--- src/dbjc_pkg.sv ---
// ----------------------------------------------------------------------------
// dbjc_pkg: shared types, constants and saturation helpers
// Widths, register indexes, step codes of the per-joint sequence and the
// saturating arithmetic used by the backstepping joint controller.
// ----------------------------------------------------------------------------
package dbjc_pkg;

    localparam int JOINTS    = 4;
    localparam int VALUE_W   = 32;
    localparam int GAIN_W    = 16;
    localparam int JOINT_W   = (JOINTS > 1) ? $clog2(JOINTS) : 1;
    localparam int CFG_IDX_W = 3;
    localparam int CFG_W     = 32;
    localparam int FRAC_GAIN = 8;
    localparam int PROD_W    = VALUE_W + GAIN_W + 1;
    localparam int PHASE_W   = 3;

    typedef logic signed [VALUE_W-1:0] t_value;
    typedef logic        [GAIN_W-1:0]  t_gain;
    typedef logic        [JOINT_W-1:0] t_joint;
    typedef logic        [PHASE_W-1:0] t_phase;

    // Register indexes
    localparam logic [CFG_IDX_W-1:0] REG_OUTER_GAIN  = 3'd0;
    localparam logic [CFG_IDX_W-1:0] REG_INNER_GAIN  = 3'd1;
    localparam logic [CFG_IDX_W-1:0] REG_SAMPLE_RATE = 3'd2;
    localparam logic [CFG_IDX_W-1:0] REG_START_REF0  = 3'd3;

    // Register reset values
    localparam t_gain OUTER_GAIN_RST  = 16'd8960;
    localparam t_gain INNER_GAIN_RST  = 16'd10240;
    localparam t_gain SAMPLE_RATE_RST = 16'd100;
    localparam t_value START_REF_RST [JOINTS] = '{
        32'sd44499, 32'sd46410, 32'sd44846, 32'sd41756
    };

    // Operation codes
    localparam logic OP_SET_REF = 1'b0;
    localparam logic OP_MEASURE = 1'b1;

    // Per-joint sequence steps
    localparam t_phase PH_REF_DIFF  = 3'd0;
    localparam t_phase PH_POS_ERR   = 3'd1;
    localparam t_phase PH_REF_TERM  = 3'd2;
    localparam t_phase PH_VIRTUAL   = 3'd3;
    localparam t_phase PH_VIRT_DIFF = 3'd4;
    localparam t_phase PH_VEL_ERR   = 3'd5;
    localparam t_phase PH_VIRT_TERM = 3'd6;
    localparam t_phase PH_DRIVE     = 3'd7;

    localparam t_value VALUE_MAX = {1'b0, {(VALUE_W-1){1'b1}}};
    localparam t_value VALUE_MIN = {1'b1, {(VALUE_W-1){1'b0}}};

    typedef struct packed {
        logic   load_ref;
        logic   capture;
        logic   step;
        t_phase phase;
        t_joint joint;
        logic   out_load;
    } t_cmd;

    function automatic t_value sat_sum(input logic signed [VALUE_W:0] x);
        t_value r;
        if (x[VALUE_W] != x[VALUE_W-1]) begin
            r = x[VALUE_W] ? VALUE_MIN : VALUE_MAX;
        end else begin
            r = x[VALUE_W-1:0];
        end
        return r;
    endfunction

    function automatic t_value add_sat(input t_value a, input t_value b);
        logic signed [VALUE_W:0] s;
        s = $signed({a[VALUE_W-1], a}) + $signed({b[VALUE_W-1], b});
        return sat_sum(s);
    endfunction

    function automatic t_value sub_sat(input t_value a, input t_value b);
        logic signed [VALUE_W:0] s;
        s = $signed({a[VALUE_W-1], a}) - $signed({b[VALUE_W-1], b});
        return sat_sum(s);
    endfunction

    function automatic t_value sat_prod(input logic signed [PROD_W-1:0] x);
        logic [PROD_W-VALUE_W:0] top;
        t_value r;
        top = x[PROD_W-1:VALUE_W-1];
        if ((&top) || !(|top)) begin
            r = x[VALUE_W-1:0];
        end else begin
            r = x[PROD_W-1] ? VALUE_MIN : VALUE_MAX;
        end
        return r;
    endfunction

endpackage

--- src/dbjc_ctrl.sv ---
// ----------------------------------------------------------------------------
// dbjc_ctrl: sequencer of the joint controller
// Accepts items, walks each joint of a measurement through the eight-step
// sequence and hands the finished drive set to the output register.
// ----------------------------------------------------------------------------
module dbjc_ctrl (
    input  logic           i_clk,
    input  logic           i_rst_n,
    input  logic           i_in_valid,
    output logic           o_in_ready,
    input  logic           i_operation,
    output logic           o_out_valid,
    input  logic           i_out_ready,
    input  logic           i_ref_seen,
    output dbjc_pkg::t_cmd o_cmd
);
    import dbjc_pkg::*;

    localparam logic [1:0] ST_IDLE = 2'd0;
    localparam logic [1:0] ST_CALC = 2'd1;
    localparam logic [1:0] ST_DONE = 2'd2;

    logic [1:0] r_state, n_state;
    t_phase     r_phase, n_phase;
    t_joint     r_joint, n_joint;
    logic       r_out_valid, n_out_valid;
    logic       w_accept;
    logic       w_slot_free;

    // hold off input transfers while reset is asserted
    assign o_in_ready  = (r_state == ST_IDLE) && i_rst_n;
    assign o_out_valid = r_out_valid;
    assign w_accept    = i_in_valid && o_in_ready;
    assign w_slot_free = !r_out_valid || i_out_ready;

    always_comb begin
        n_state     = r_state;
        n_phase     = r_phase;
        n_joint     = r_joint;
        n_out_valid = r_out_valid;
        o_cmd       = '0;
        o_cmd.phase = r_phase;
        o_cmd.joint = r_joint;

        // drop the pending result once it transfers
        if (r_out_valid && i_out_ready) begin
            n_out_valid = 1'b0;
        end

        unique case (r_state)
            ST_IDLE: begin
                if (w_accept) begin
                    if (i_operation == OP_SET_REF) begin
                        o_cmd.load_ref = 1'b1;
                    end else if (i_ref_seen) begin
                        o_cmd.capture = 1'b1;
                        n_state       = ST_CALC;
                        n_phase       = PH_REF_DIFF;
                        n_joint       = '0;
                    end
                end
            end
            ST_CALC: begin
                o_cmd.step = 1'b1;
                if (r_phase == PH_DRIVE) begin
                    n_phase = PH_REF_DIFF;
                    if (r_joint == JOINT_W'(JOINTS - 1)) begin
                        n_state = ST_DONE;
                    end else begin
                        n_joint = r_joint + 1'b1;
                    end
                end else begin
                    n_phase = r_phase + 1'b1;
                end
            end
            ST_DONE: begin
                if (w_slot_free) begin
                    o_cmd.out_load = 1'b1;
                    n_out_valid    = 1'b1;
                    n_state        = ST_IDLE;
                end
            end
            default: begin
                n_state = ST_IDLE;
            end
        endcase
    end

    always_ff @(posedge i_clk) begin
        if (!i_rst_n) begin
            r_state     <= ST_IDLE;
            r_phase     <= PH_REF_DIFF;
            r_joint     <= '0;
            r_out_valid <= 1'b0;
        end else begin
            r_state     <= n_state;
            r_phase     <= n_phase;
            r_joint     <= n_joint;
            r_out_valid <= n_out_valid;
        end
    end

endmodule

--- src/dbjc_datapath.sv ---
// ----------------------------------------------------------------------------
// dbjc_datapath: storage and arithmetic of the joint controller
// Holds references, measurements, previous values and gains, and computes
// one joint at a time on a single registered multiplier.
// ----------------------------------------------------------------------------
module dbjc_datapath (
    input  logic                                   i_clk,
    input  logic                                   i_rst_n,
    input  dbjc_pkg::t_cmd                         i_cmd,
    input  dbjc_pkg::t_value                       i_value [dbjc_pkg::JOINTS],
    input  dbjc_pkg::t_value                       i_speed [dbjc_pkg::JOINTS],
    input  logic                                   i_cfg_we,
    input  logic [dbjc_pkg::CFG_IDX_W-1:0]         i_cfg_index,
    input  logic [dbjc_pkg::CFG_W-1:0]             i_cfg_data,
    output logic                                   o_ref_seen,
    output dbjc_pkg::t_value                       o_drive [dbjc_pkg::JOINTS]
);
    import dbjc_pkg::*;

    t_gain  r_outer_gain;
    t_gain  r_inner_gain;
    t_gain  r_sample_rate;
    logic   r_ref_seen;

    t_value r_cur_ref   [JOINTS];
    t_value r_prev_ref  [JOINTS];
    t_value r_prev_virt [JOINTS];
    t_value r_pos       [JOINTS];
    t_value r_vel       [JOINTS];
    t_value r_drive     [JOINTS];
    t_value r_out       [JOINTS];

    t_value                    r_opa;
    t_gain                     r_opb;
    logic signed [PROD_W-1:0]  r_prod;
    t_value                    r_acc;
    t_value                    r_virt;
    t_value                    r_e2;

    t_value w_ref, w_pos, w_vel, w_pref, w_pvirt;
    t_value w_rate_term, w_gain_term;
    logic signed [PROD_W-1:0]  w_prod_shift;
    logic                      w_cfg_start;
    logic [CFG_IDX_W-1:0]      w_cfg_start_idx;

    assign w_ref   = r_cur_ref[i_cmd.joint];
    assign w_pos   = r_pos[i_cmd.joint];
    assign w_vel   = r_vel[i_cmd.joint];
    assign w_pref  = r_prev_ref[i_cmd.joint];
    assign w_pvirt = r_prev_virt[i_cmd.joint];

    // floor shift of a Q8.8 gain product back to Q16.16
    assign w_prod_shift = r_prod >>> FRAC_GAIN;
    assign w_rate_term  = sat_prod(r_prod);
    assign w_gain_term  = sat_prod(w_prod_shift);

    assign w_cfg_start_idx = i_cfg_index - REG_START_REF0;
    assign w_cfg_start = i_cfg_we && (i_cfg_index >= REG_START_REF0) &&
                         (w_cfg_start_idx < CFG_IDX_W'(JOINTS));

    assign o_ref_seen = r_ref_seen;
    assign o_drive    = r_out;

    // configuration and control state
    always_ff @(posedge i_clk) begin
        if (!i_rst_n) begin
            r_outer_gain  <= OUTER_GAIN_RST;
            r_inner_gain  <= INNER_GAIN_RST;
            r_sample_rate <= SAMPLE_RATE_RST;
            r_ref_seen    <= 1'b0;
            for (int j = 0; j < JOINTS; j++) begin
                r_prev_ref[j]  <= START_REF_RST[j];
                r_prev_virt[j] <= '0;
            end
        end else begin
            if (i_cfg_we && i_cfg_index == REG_OUTER_GAIN) begin
                r_outer_gain <= i_cfg_data[GAIN_W-1:0];
            end
            if (i_cfg_we && i_cfg_index == REG_INNER_GAIN) begin
                r_inner_gain <= i_cfg_data[GAIN_W-1:0];
            end
            if (i_cfg_we && i_cfg_index == REG_SAMPLE_RATE) begin
                r_sample_rate <= i_cfg_data[GAIN_W-1:0];
            end
            if (w_cfg_start) begin
                r_prev_ref[w_cfg_start_idx[JOINT_W-1:0]] <= i_cfg_data[VALUE_W-1:0];
            end
            if (i_cmd.load_ref) begin
                r_ref_seen <= 1'b1;
            end
            if (i_cmd.step && i_cmd.phase == PH_DRIVE) begin
                r_prev_ref[i_cmd.joint]  <= w_ref;
                r_prev_virt[i_cmd.joint] <= r_virt;
            end
        end
    end

    // payload and arithmetic
    always_ff @(posedge i_clk) begin
        r_prod <= r_opa * $signed({1'b0, r_opb});

        if (i_cmd.load_ref) begin
            for (int j = 0; j < JOINTS; j++) begin
                r_cur_ref[j] <= i_value[j];
            end
        end
        if (i_cmd.capture) begin
            for (int j = 0; j < JOINTS; j++) begin
                r_pos[j] <= i_value[j];
                r_vel[j] <= i_speed[j];
            end
        end
        if (i_cmd.out_load) begin
            r_out <= r_drive;
        end

        if (i_cmd.step) begin
            unique case (i_cmd.phase)
                PH_REF_DIFF: begin
                    r_opa <= sub_sat(w_ref, w_pref);
                    r_opb <= r_sample_rate;
                end
                PH_POS_ERR: begin
                    r_opa <= sub_sat(w_ref, w_pos);
                    r_opb <= r_outer_gain;
                end
                PH_REF_TERM: begin
                    r_acc <= w_rate_term;
                end
                PH_VIRTUAL: begin
                    r_virt <= add_sat(r_acc, w_gain_term);
                end
                PH_VIRT_DIFF: begin
                    r_opa <= sub_sat(r_virt, w_pvirt);
                    r_opb <= r_sample_rate;
                    r_e2  <= sub_sat(r_virt, w_vel);
                end
                PH_VEL_ERR: begin
                    r_opa <= r_e2;
                    r_opb <= r_inner_gain;
                end
                PH_VIRT_TERM: begin
                    r_acc <= w_rate_term;
                end
                PH_DRIVE: begin
                    r_drive[i_cmd.joint] <= add_sat(r_acc, w_gain_term);
                end
            endcase
        end
    end

endmodule

--- src/discrete_backstepping_joint_control.sv ---
// ----------------------------------------------------------------------------
// discrete_backstepping_joint_control: four-joint backstepping controller
// Set-reference items store the joint references; measurement items give one
// set of saturated Q16.16 drives once a reference is present.
//
//  channel  | handshake                     | payload
//  ---------+-------------------------------+-----------------------------------
//  input    | i_in_valid / o_in_ready       | i_operation, i_value_*, i_speed_*
//  output   | o_out_valid / i_out_ready     | o_drive_*
//  config   | i_cfg_we (no wait)            | i_cfg_index, i_cfg_data
//
// A set-reference item, or a measurement before any reference, leaves the block
// idle. A measurement is captured, then each joint runs eight steps through
// the one shared 32 x 17 multiplier; no new item is taken until it is done.
// The result waits in an output register; a stalled output holds the block
// in its done state until that register frees. Reset is synchronous, low.
// ----------------------------------------------------------------------------
module discrete_backstepping_joint_control (
    input  logic                                i_clk,
    input  logic                                i_rst_n,
    input  logic                                i_in_valid,
    output logic                                o_in_ready,
    input  logic                                i_operation,
    input  dbjc_pkg::t_value                    i_value_0,
    input  dbjc_pkg::t_value                    i_value_1,
    input  dbjc_pkg::t_value                    i_value_2,
    input  dbjc_pkg::t_value                    i_value_3,
    input  dbjc_pkg::t_value                    i_speed_0,
    input  dbjc_pkg::t_value                    i_speed_1,
    input  dbjc_pkg::t_value                    i_speed_2,
    input  dbjc_pkg::t_value                    i_speed_3,
    output logic                                o_out_valid,
    input  logic                                i_out_ready,
    output dbjc_pkg::t_value                    o_drive_0,
    output dbjc_pkg::t_value                    o_drive_1,
    output dbjc_pkg::t_value                    o_drive_2,
    output dbjc_pkg::t_value                    o_drive_3,
    input  logic                                i_cfg_we,
    input  logic [dbjc_pkg::CFG_IDX_W-1:0]      i_cfg_index,
    input  logic [dbjc_pkg::CFG_W-1:0]          i_cfg_data
);
    import dbjc_pkg::*;

    t_cmd   w_cmd;
    logic   w_ref_seen;
    t_value w_value [JOINTS];
    t_value w_speed [JOINTS];
    t_value w_drive [JOINTS];

    assign w_value[0] = i_value_0;
    assign w_value[1] = i_value_1;
    assign w_value[2] = i_value_2;
    assign w_value[3] = i_value_3;
    assign w_speed[0] = i_speed_0;
    assign w_speed[1] = i_speed_1;
    assign w_speed[2] = i_speed_2;
    assign w_speed[3] = i_speed_3;

    assign o_drive_0 = w_drive[0];
    assign o_drive_1 = w_drive[1];
    assign o_drive_2 = w_drive[2];
    assign o_drive_3 = w_drive[3];

    dbjc_ctrl u_ctrl (
        .i_clk       (i_clk),
        .i_rst_n     (i_rst_n),
        .i_in_valid  (i_in_valid),
        .o_in_ready  (o_in_ready),
        .i_operation (i_operation),
        .o_out_valid (o_out_valid),
        .i_out_ready (i_out_ready),
        .i_ref_seen  (w_ref_seen),
        .o_cmd       (w_cmd)
    );

    dbjc_datapath u_datapath (
        .i_clk       (i_clk),
        .i_rst_n     (i_rst_n),
        .i_cmd       (w_cmd),
        .i_value     (w_value),
        .i_speed     (w_speed),
        .i_cfg_we    (i_cfg_we),
        .i_cfg_index (i_cfg_index),
        .i_cfg_data  (i_cfg_data),
        .o_ref_seen  (w_ref_seen),
        .o_drive     (w_drive)
    );

endmodule

--- config.mk ---
export PLATFORM = sky130hd
export DESIGN_NAME = discrete_backstepping_joint_control
export DESIGN_NICKNAME = d
export VERILOG_FILES = /design/src/dbjc_pkg.sv /design/src/dbjc_ctrl.sv /design/src/dbjc_datapath.sv /design/src/discrete_backstepping_joint_control.sv
export SDC_FILE = /design/constraint.sdc
export NUM_CORES = 2
export LEC_CHECK = 0
export BUFFER_PORTS_ARGS = -buffer_cell sky130_fd_sc_hd__clkbuf_2
export CORE_MARGIN = 10
export CORE_UTILIZATION = 56
export DETAILED_ROUTE_END_ITERATION = 6
export PLACE_DENSITY = 0.73
export SETUP_SLACK_MARGIN = 0.5
export SLEW_MARGIN = 20
export SYNTH_ARGS = -nofsm -noshare
export SYNTH_HDL_FRONTEND = slang
export SYNTH_HIERARCHICAL = 1
export SYNTH_SLANG_ARGS = --single-unit
--- constraint.sdc ---
create_clock -name i_clk -period 19.2 [get_ports i_clk]
set_input_delay 0 -clock i_clk [delete_from_list [all_inputs] [get_ports i_clk]]
set_output_delay 0 -clock i_clk [all_outputs]
set_load 0.005 [all_outputs]
==> summary.md <==
| Metric | Value |
|---|---|
| HP Start | i_speed_3[19] |
| Largest net degree at the start of global routing | 181 |
| Syn_area_per_cell | 12.1 µm² |
| Placement Cell Area | 73800 µm² |
| Sequential-to-total area share from yosys stat | 0.476 |
| Area of the multi-input gates | 32800 µm² |
| Async set-or-reset flop fraction in the synthesized netlist | 0 |
| Seq. cell area | 33400 µm² |
| Worst-Margin Slew | 1.25 ns |
| Crit-path cells | buf_4 > buf_4 > buf_4 > mux4_2 > ha_1 > o211a_1 > a211oi_1 > a311o_1 > a21oi_1 > o31a_1 > nor4_1 > a311o_2 > nand3_2 > o211a_1 > a2111o_1 |
| Max Cap Viol | 0 |
| Top_reg_cell synth | edfxtp_1 |
| RSZ-0062 raised after global routing | false |
| Ys Warns | 6 |
| Detail Route met3 WL | approximately 21 mm |
| Worst hold-check path type | in -> reg |
| Maximum fanout along the worst path | 45 |
| Hold Crit Endpoint | u_datapath/r_vel[3][19] |
| CTS tree | built |
| PD cells | around 100 nW/µm² |
| Most frequent cells in the layout | edfxtp_1, inv_1, nand2_1 |
| EDFF count, synth | 1040 |
| Final min period | approximately 7.4 ns |
| Router iterations before antenna repair | 6 |
| Slew Viols, Final | 0 |
| Filler Cells Inserted | a little under 9000 |
| DRT iter0 DRCs | between 6000 and 7000 |
| Max Freq | 135 MHz |
| Final hold viol count | 0 |
| Synth cell types | 106 |
| Hold Crit Depth | 2 |
| Final period util | 0.387 |
| GRT Overall Usage | 0.299 |
| Flop-to-flop setup slack | 11.77 ns |
| Layout cells sized above 1 | 0.136 |
| Hold slack | 0.0337 ns |
| Highest metal used | met5 |
| Clk root buf | clkbuf_16 |
| Initial Util | 0.565 |
| Crit. End Element | flip-flop |
| Final Skew | between 0.08 and 0.09 ns |
| H-Tree Depth | 3 |
| Final ANT Viol Nets | 0 |
| DRT met1 WL | 77.6 mm |
| CP arrival | 7.89 ns |
| CP Buf/Inv Count | 3 |
| Chip height | 374 µm |
| Core area | approximately 120000 µm² |
| Total gr overflow | 0 |
| Vias in the first global route | approximately 52000 |
| Number of remaining DRC errors | 0 |
| Worst flop-to-flop path startpoint | u_ctrl/r_joint[0] |
| Dpl hpwl | 141 mm |
| WL per Instance | 25.3 µm |
| Total negative slack | 0 ns |
| Post-Synthesis Cell Area | 70100 µm² |
| Worst R2R End | u_datapath/r_opa[28] |
| VDD IR-drop max | 0.109 mV |
| Commonest non-fill, non-tap cell in the layout | edfxtp_1 |
| Setup crit start kind | flip-flop |
| PortBufs | 426 |
| Via density | 6.04 |
| Die X | 374 µm |
| CTS Sinks | 1146 |
| Fin nets | a little under 8000 |
| Critical-path top delay cell | buf_4 |
| Routed vias | 50600 |
| Max Root-Sink Buffers | 3 |
| #FFs+latches synth | 1146 |
| Peak per-stage delay on the critical path | between 0.8 and 0.9 ns |
| Setup CP Type | reg -> reg |
| Crit-path leading delay family | compound AO/OA/AOI/OAI gates |
| Worst-skew pair later-pin latency | roughly 0.80 ns |
| Placer Congestion | 0.950 |
| Final wirelength | between 200 and 250 mm |
| Post-Route Utilization | 0.670 |
| CP Data Required Time | just under 20 ns |
| CTS Buf Count | 112 |
| Die Footprint | 140000 µm² |
| Synth-to-Final Area Change | 18.6% |
| FF-to-FF path depth | 15 |
| Initial antenna violation count | 14 |
| First-pass GRT wire length | 321 mm |
| Status | finished clean |
| Max_slew headroom | 0.162 |
| PostCTS Resize Cnt | 0 |
| Leakage | 34.1 nW |
| IO Pins | 427 |
| Final setup vio count | 0 |
| Syn Nets | about 6800 |
| Clock slew at reported path FFs | 0.06 ns |
| Design Area, Final | 83100 µm² |
| Post-Synthesis Cells | 5773 |
| Cell row count | 129 |
| Crit path top cell by count | buf_4 |
| WL met2 | between 100 and 150 mm |
==> synthesized netlist by cell type (all sizes together) (19+ instances only) <==
master  count  area [µm²]
a211oi     23         188
a21boi     59         447
a21o      139        1040
a21oi     238        1210
a22o       39         342
a22oi      25         188
a31oi      29         188
and2      281        1760
and3      115         719
buf        58         300
clkbuf    214         803
dfxtp     106        2120
edfxtp   1040       31200
fa        494        9890
ha        285        3570
inv       788        2960
mux4      160        3600
nand2     599        2250
nand2b     36         225
nand3      82         415
nand4      35         219
nor2      136         515
nor2b      32         208
nor3       26         135
o211ai     19         163
o21a       29         218
o21ai     230        1160
o21bai     23         173
o22a       64         569
xnor2     111         972
xor2       64         561
==> timing repair <==
action / 4_1_cts / 5_1_grt
hold endpoints to repair: 610 / 0
hold buffers: 534 / 0
buffers inserted: 0 / 0
==> metal layers <==
layer / up-vias / GRT usage
li1: 21800 / -
met1: 25100 / 0.379
met2: 3025 / 0.494
met3: 610 / 0.0604
met4: 10 / 0.140
met5: - / 0
==> power by group <==
part	total (mW)	internal, mW	switching, mW	leakage [nW]
logic	2.93	1.13	1.80	21.8
clock network	2.34	1.32	1.02	1.88
registers	3.07	3.01	0.0607	10.4
==> worst max path at each step <==
| stage | start | to | slack [ns] | depth (start not counted) |
|---|---|---|---|---|
| after global placement | u_datapath/r_opb[4] | u_datapath/r_prod[46] | 11.83 | 22 |
| after global routing | u_ctrl/r_joint[0] | u_datapath/r_opa[28] | 11.13 | 15 |
| after detailed placement | u_ctrl/r_joint[0] | u_datapath/r_opa[28] | 11.81 | 15 |
| final | u_ctrl/r_joint[0] | u_datapath/r_opa[28] | 11.77 | 15 |
| after floorplan | u_datapath/o_ref_seen | u_datapath/r_pos[0][0] | 8.16 | 2 |
| after CTS | u_ctrl/r_joint[0] | u_datapath/r_opa[28] | 11.73 | 15 |
==> cell type report <==
class | instances | share of cell area
Sequential cell | 1146 | 0.401
Tap cell | 1637 | 0.0246
Antenna cell | 6 | 0.000181
Inverter | 788 | 0.0356
Clock inverter | 79 | 0.0117
Timing Repair Buffer | 1023 | 0.0961
Multi-Input combinational cell | 3567 | 0.395
Clock buffer | 132 | 0.0355
==> cell families (layout without fill, tap and decap cells) <==
logic type | after synthesis | after routing | synth area share
XOR/XNOR | 175 | 175 | 0.0219
other | 0 | 6 | 0
buffers and inverters | 1060 | 2022 | 0.0579
flip-flops | 1146 | 1146 | 0.476
AND/OR/NAND/NOR | 1401 | 1401 | 0.0980
AO/OA/AOI/OAI | 1030 | 1030 | 0.0997
multiplexers | 166 | 166 | 0.0523
adder cells (fa/ha/maj) | 795 | 795 | 0.194
==> through the flow <==
step / cells / setup WS (ns) / total power [mW]
2_1_floorplan: 5773 / 8.16 / 5.03
3_3_place_gp: 7624 / 11.83 / 5.89
3_5_place_dp: 7627 / 11.81 / 5.91
4_1_cts: 8372 / 11.73 / 8.30
5_1_grt: 8378 / 11.13 / 8.75
6_report: 8378 / 11.77 / 8.33
==> flip-flops by register name (all words and copies together), names as in the netlist <==
name and flops:
u_ctrl/o_out_valid 1, u_ctrl/r_joint 2, u_ctrl/r_phase 3, u_ctrl/r_state 2
u_datapath/o_drive 128, u_datapath/o_ref_seen 1, u_datapath/r_acc 32, u_datapath/r_cur_ref 128
u_datapath/r_drive 128, u_datapath/r_e2 32, u_datapath/r_inner_gain 16, u_datapath/r_opa 32
u_datapath/r_opb 16, u_datapath/r_outer_gain 16, u_datapath/r_pos 128, u_datapath/r_prev_ref 128
u_datapath/r_prev_virt 128, u_datapath/r_prod 49, u_datapath/r_sample_rate 16, u_datapath/r_vel 128
u_datapath/r_virt 32
No activity file was read; power rests on OpenSTA's default activity.
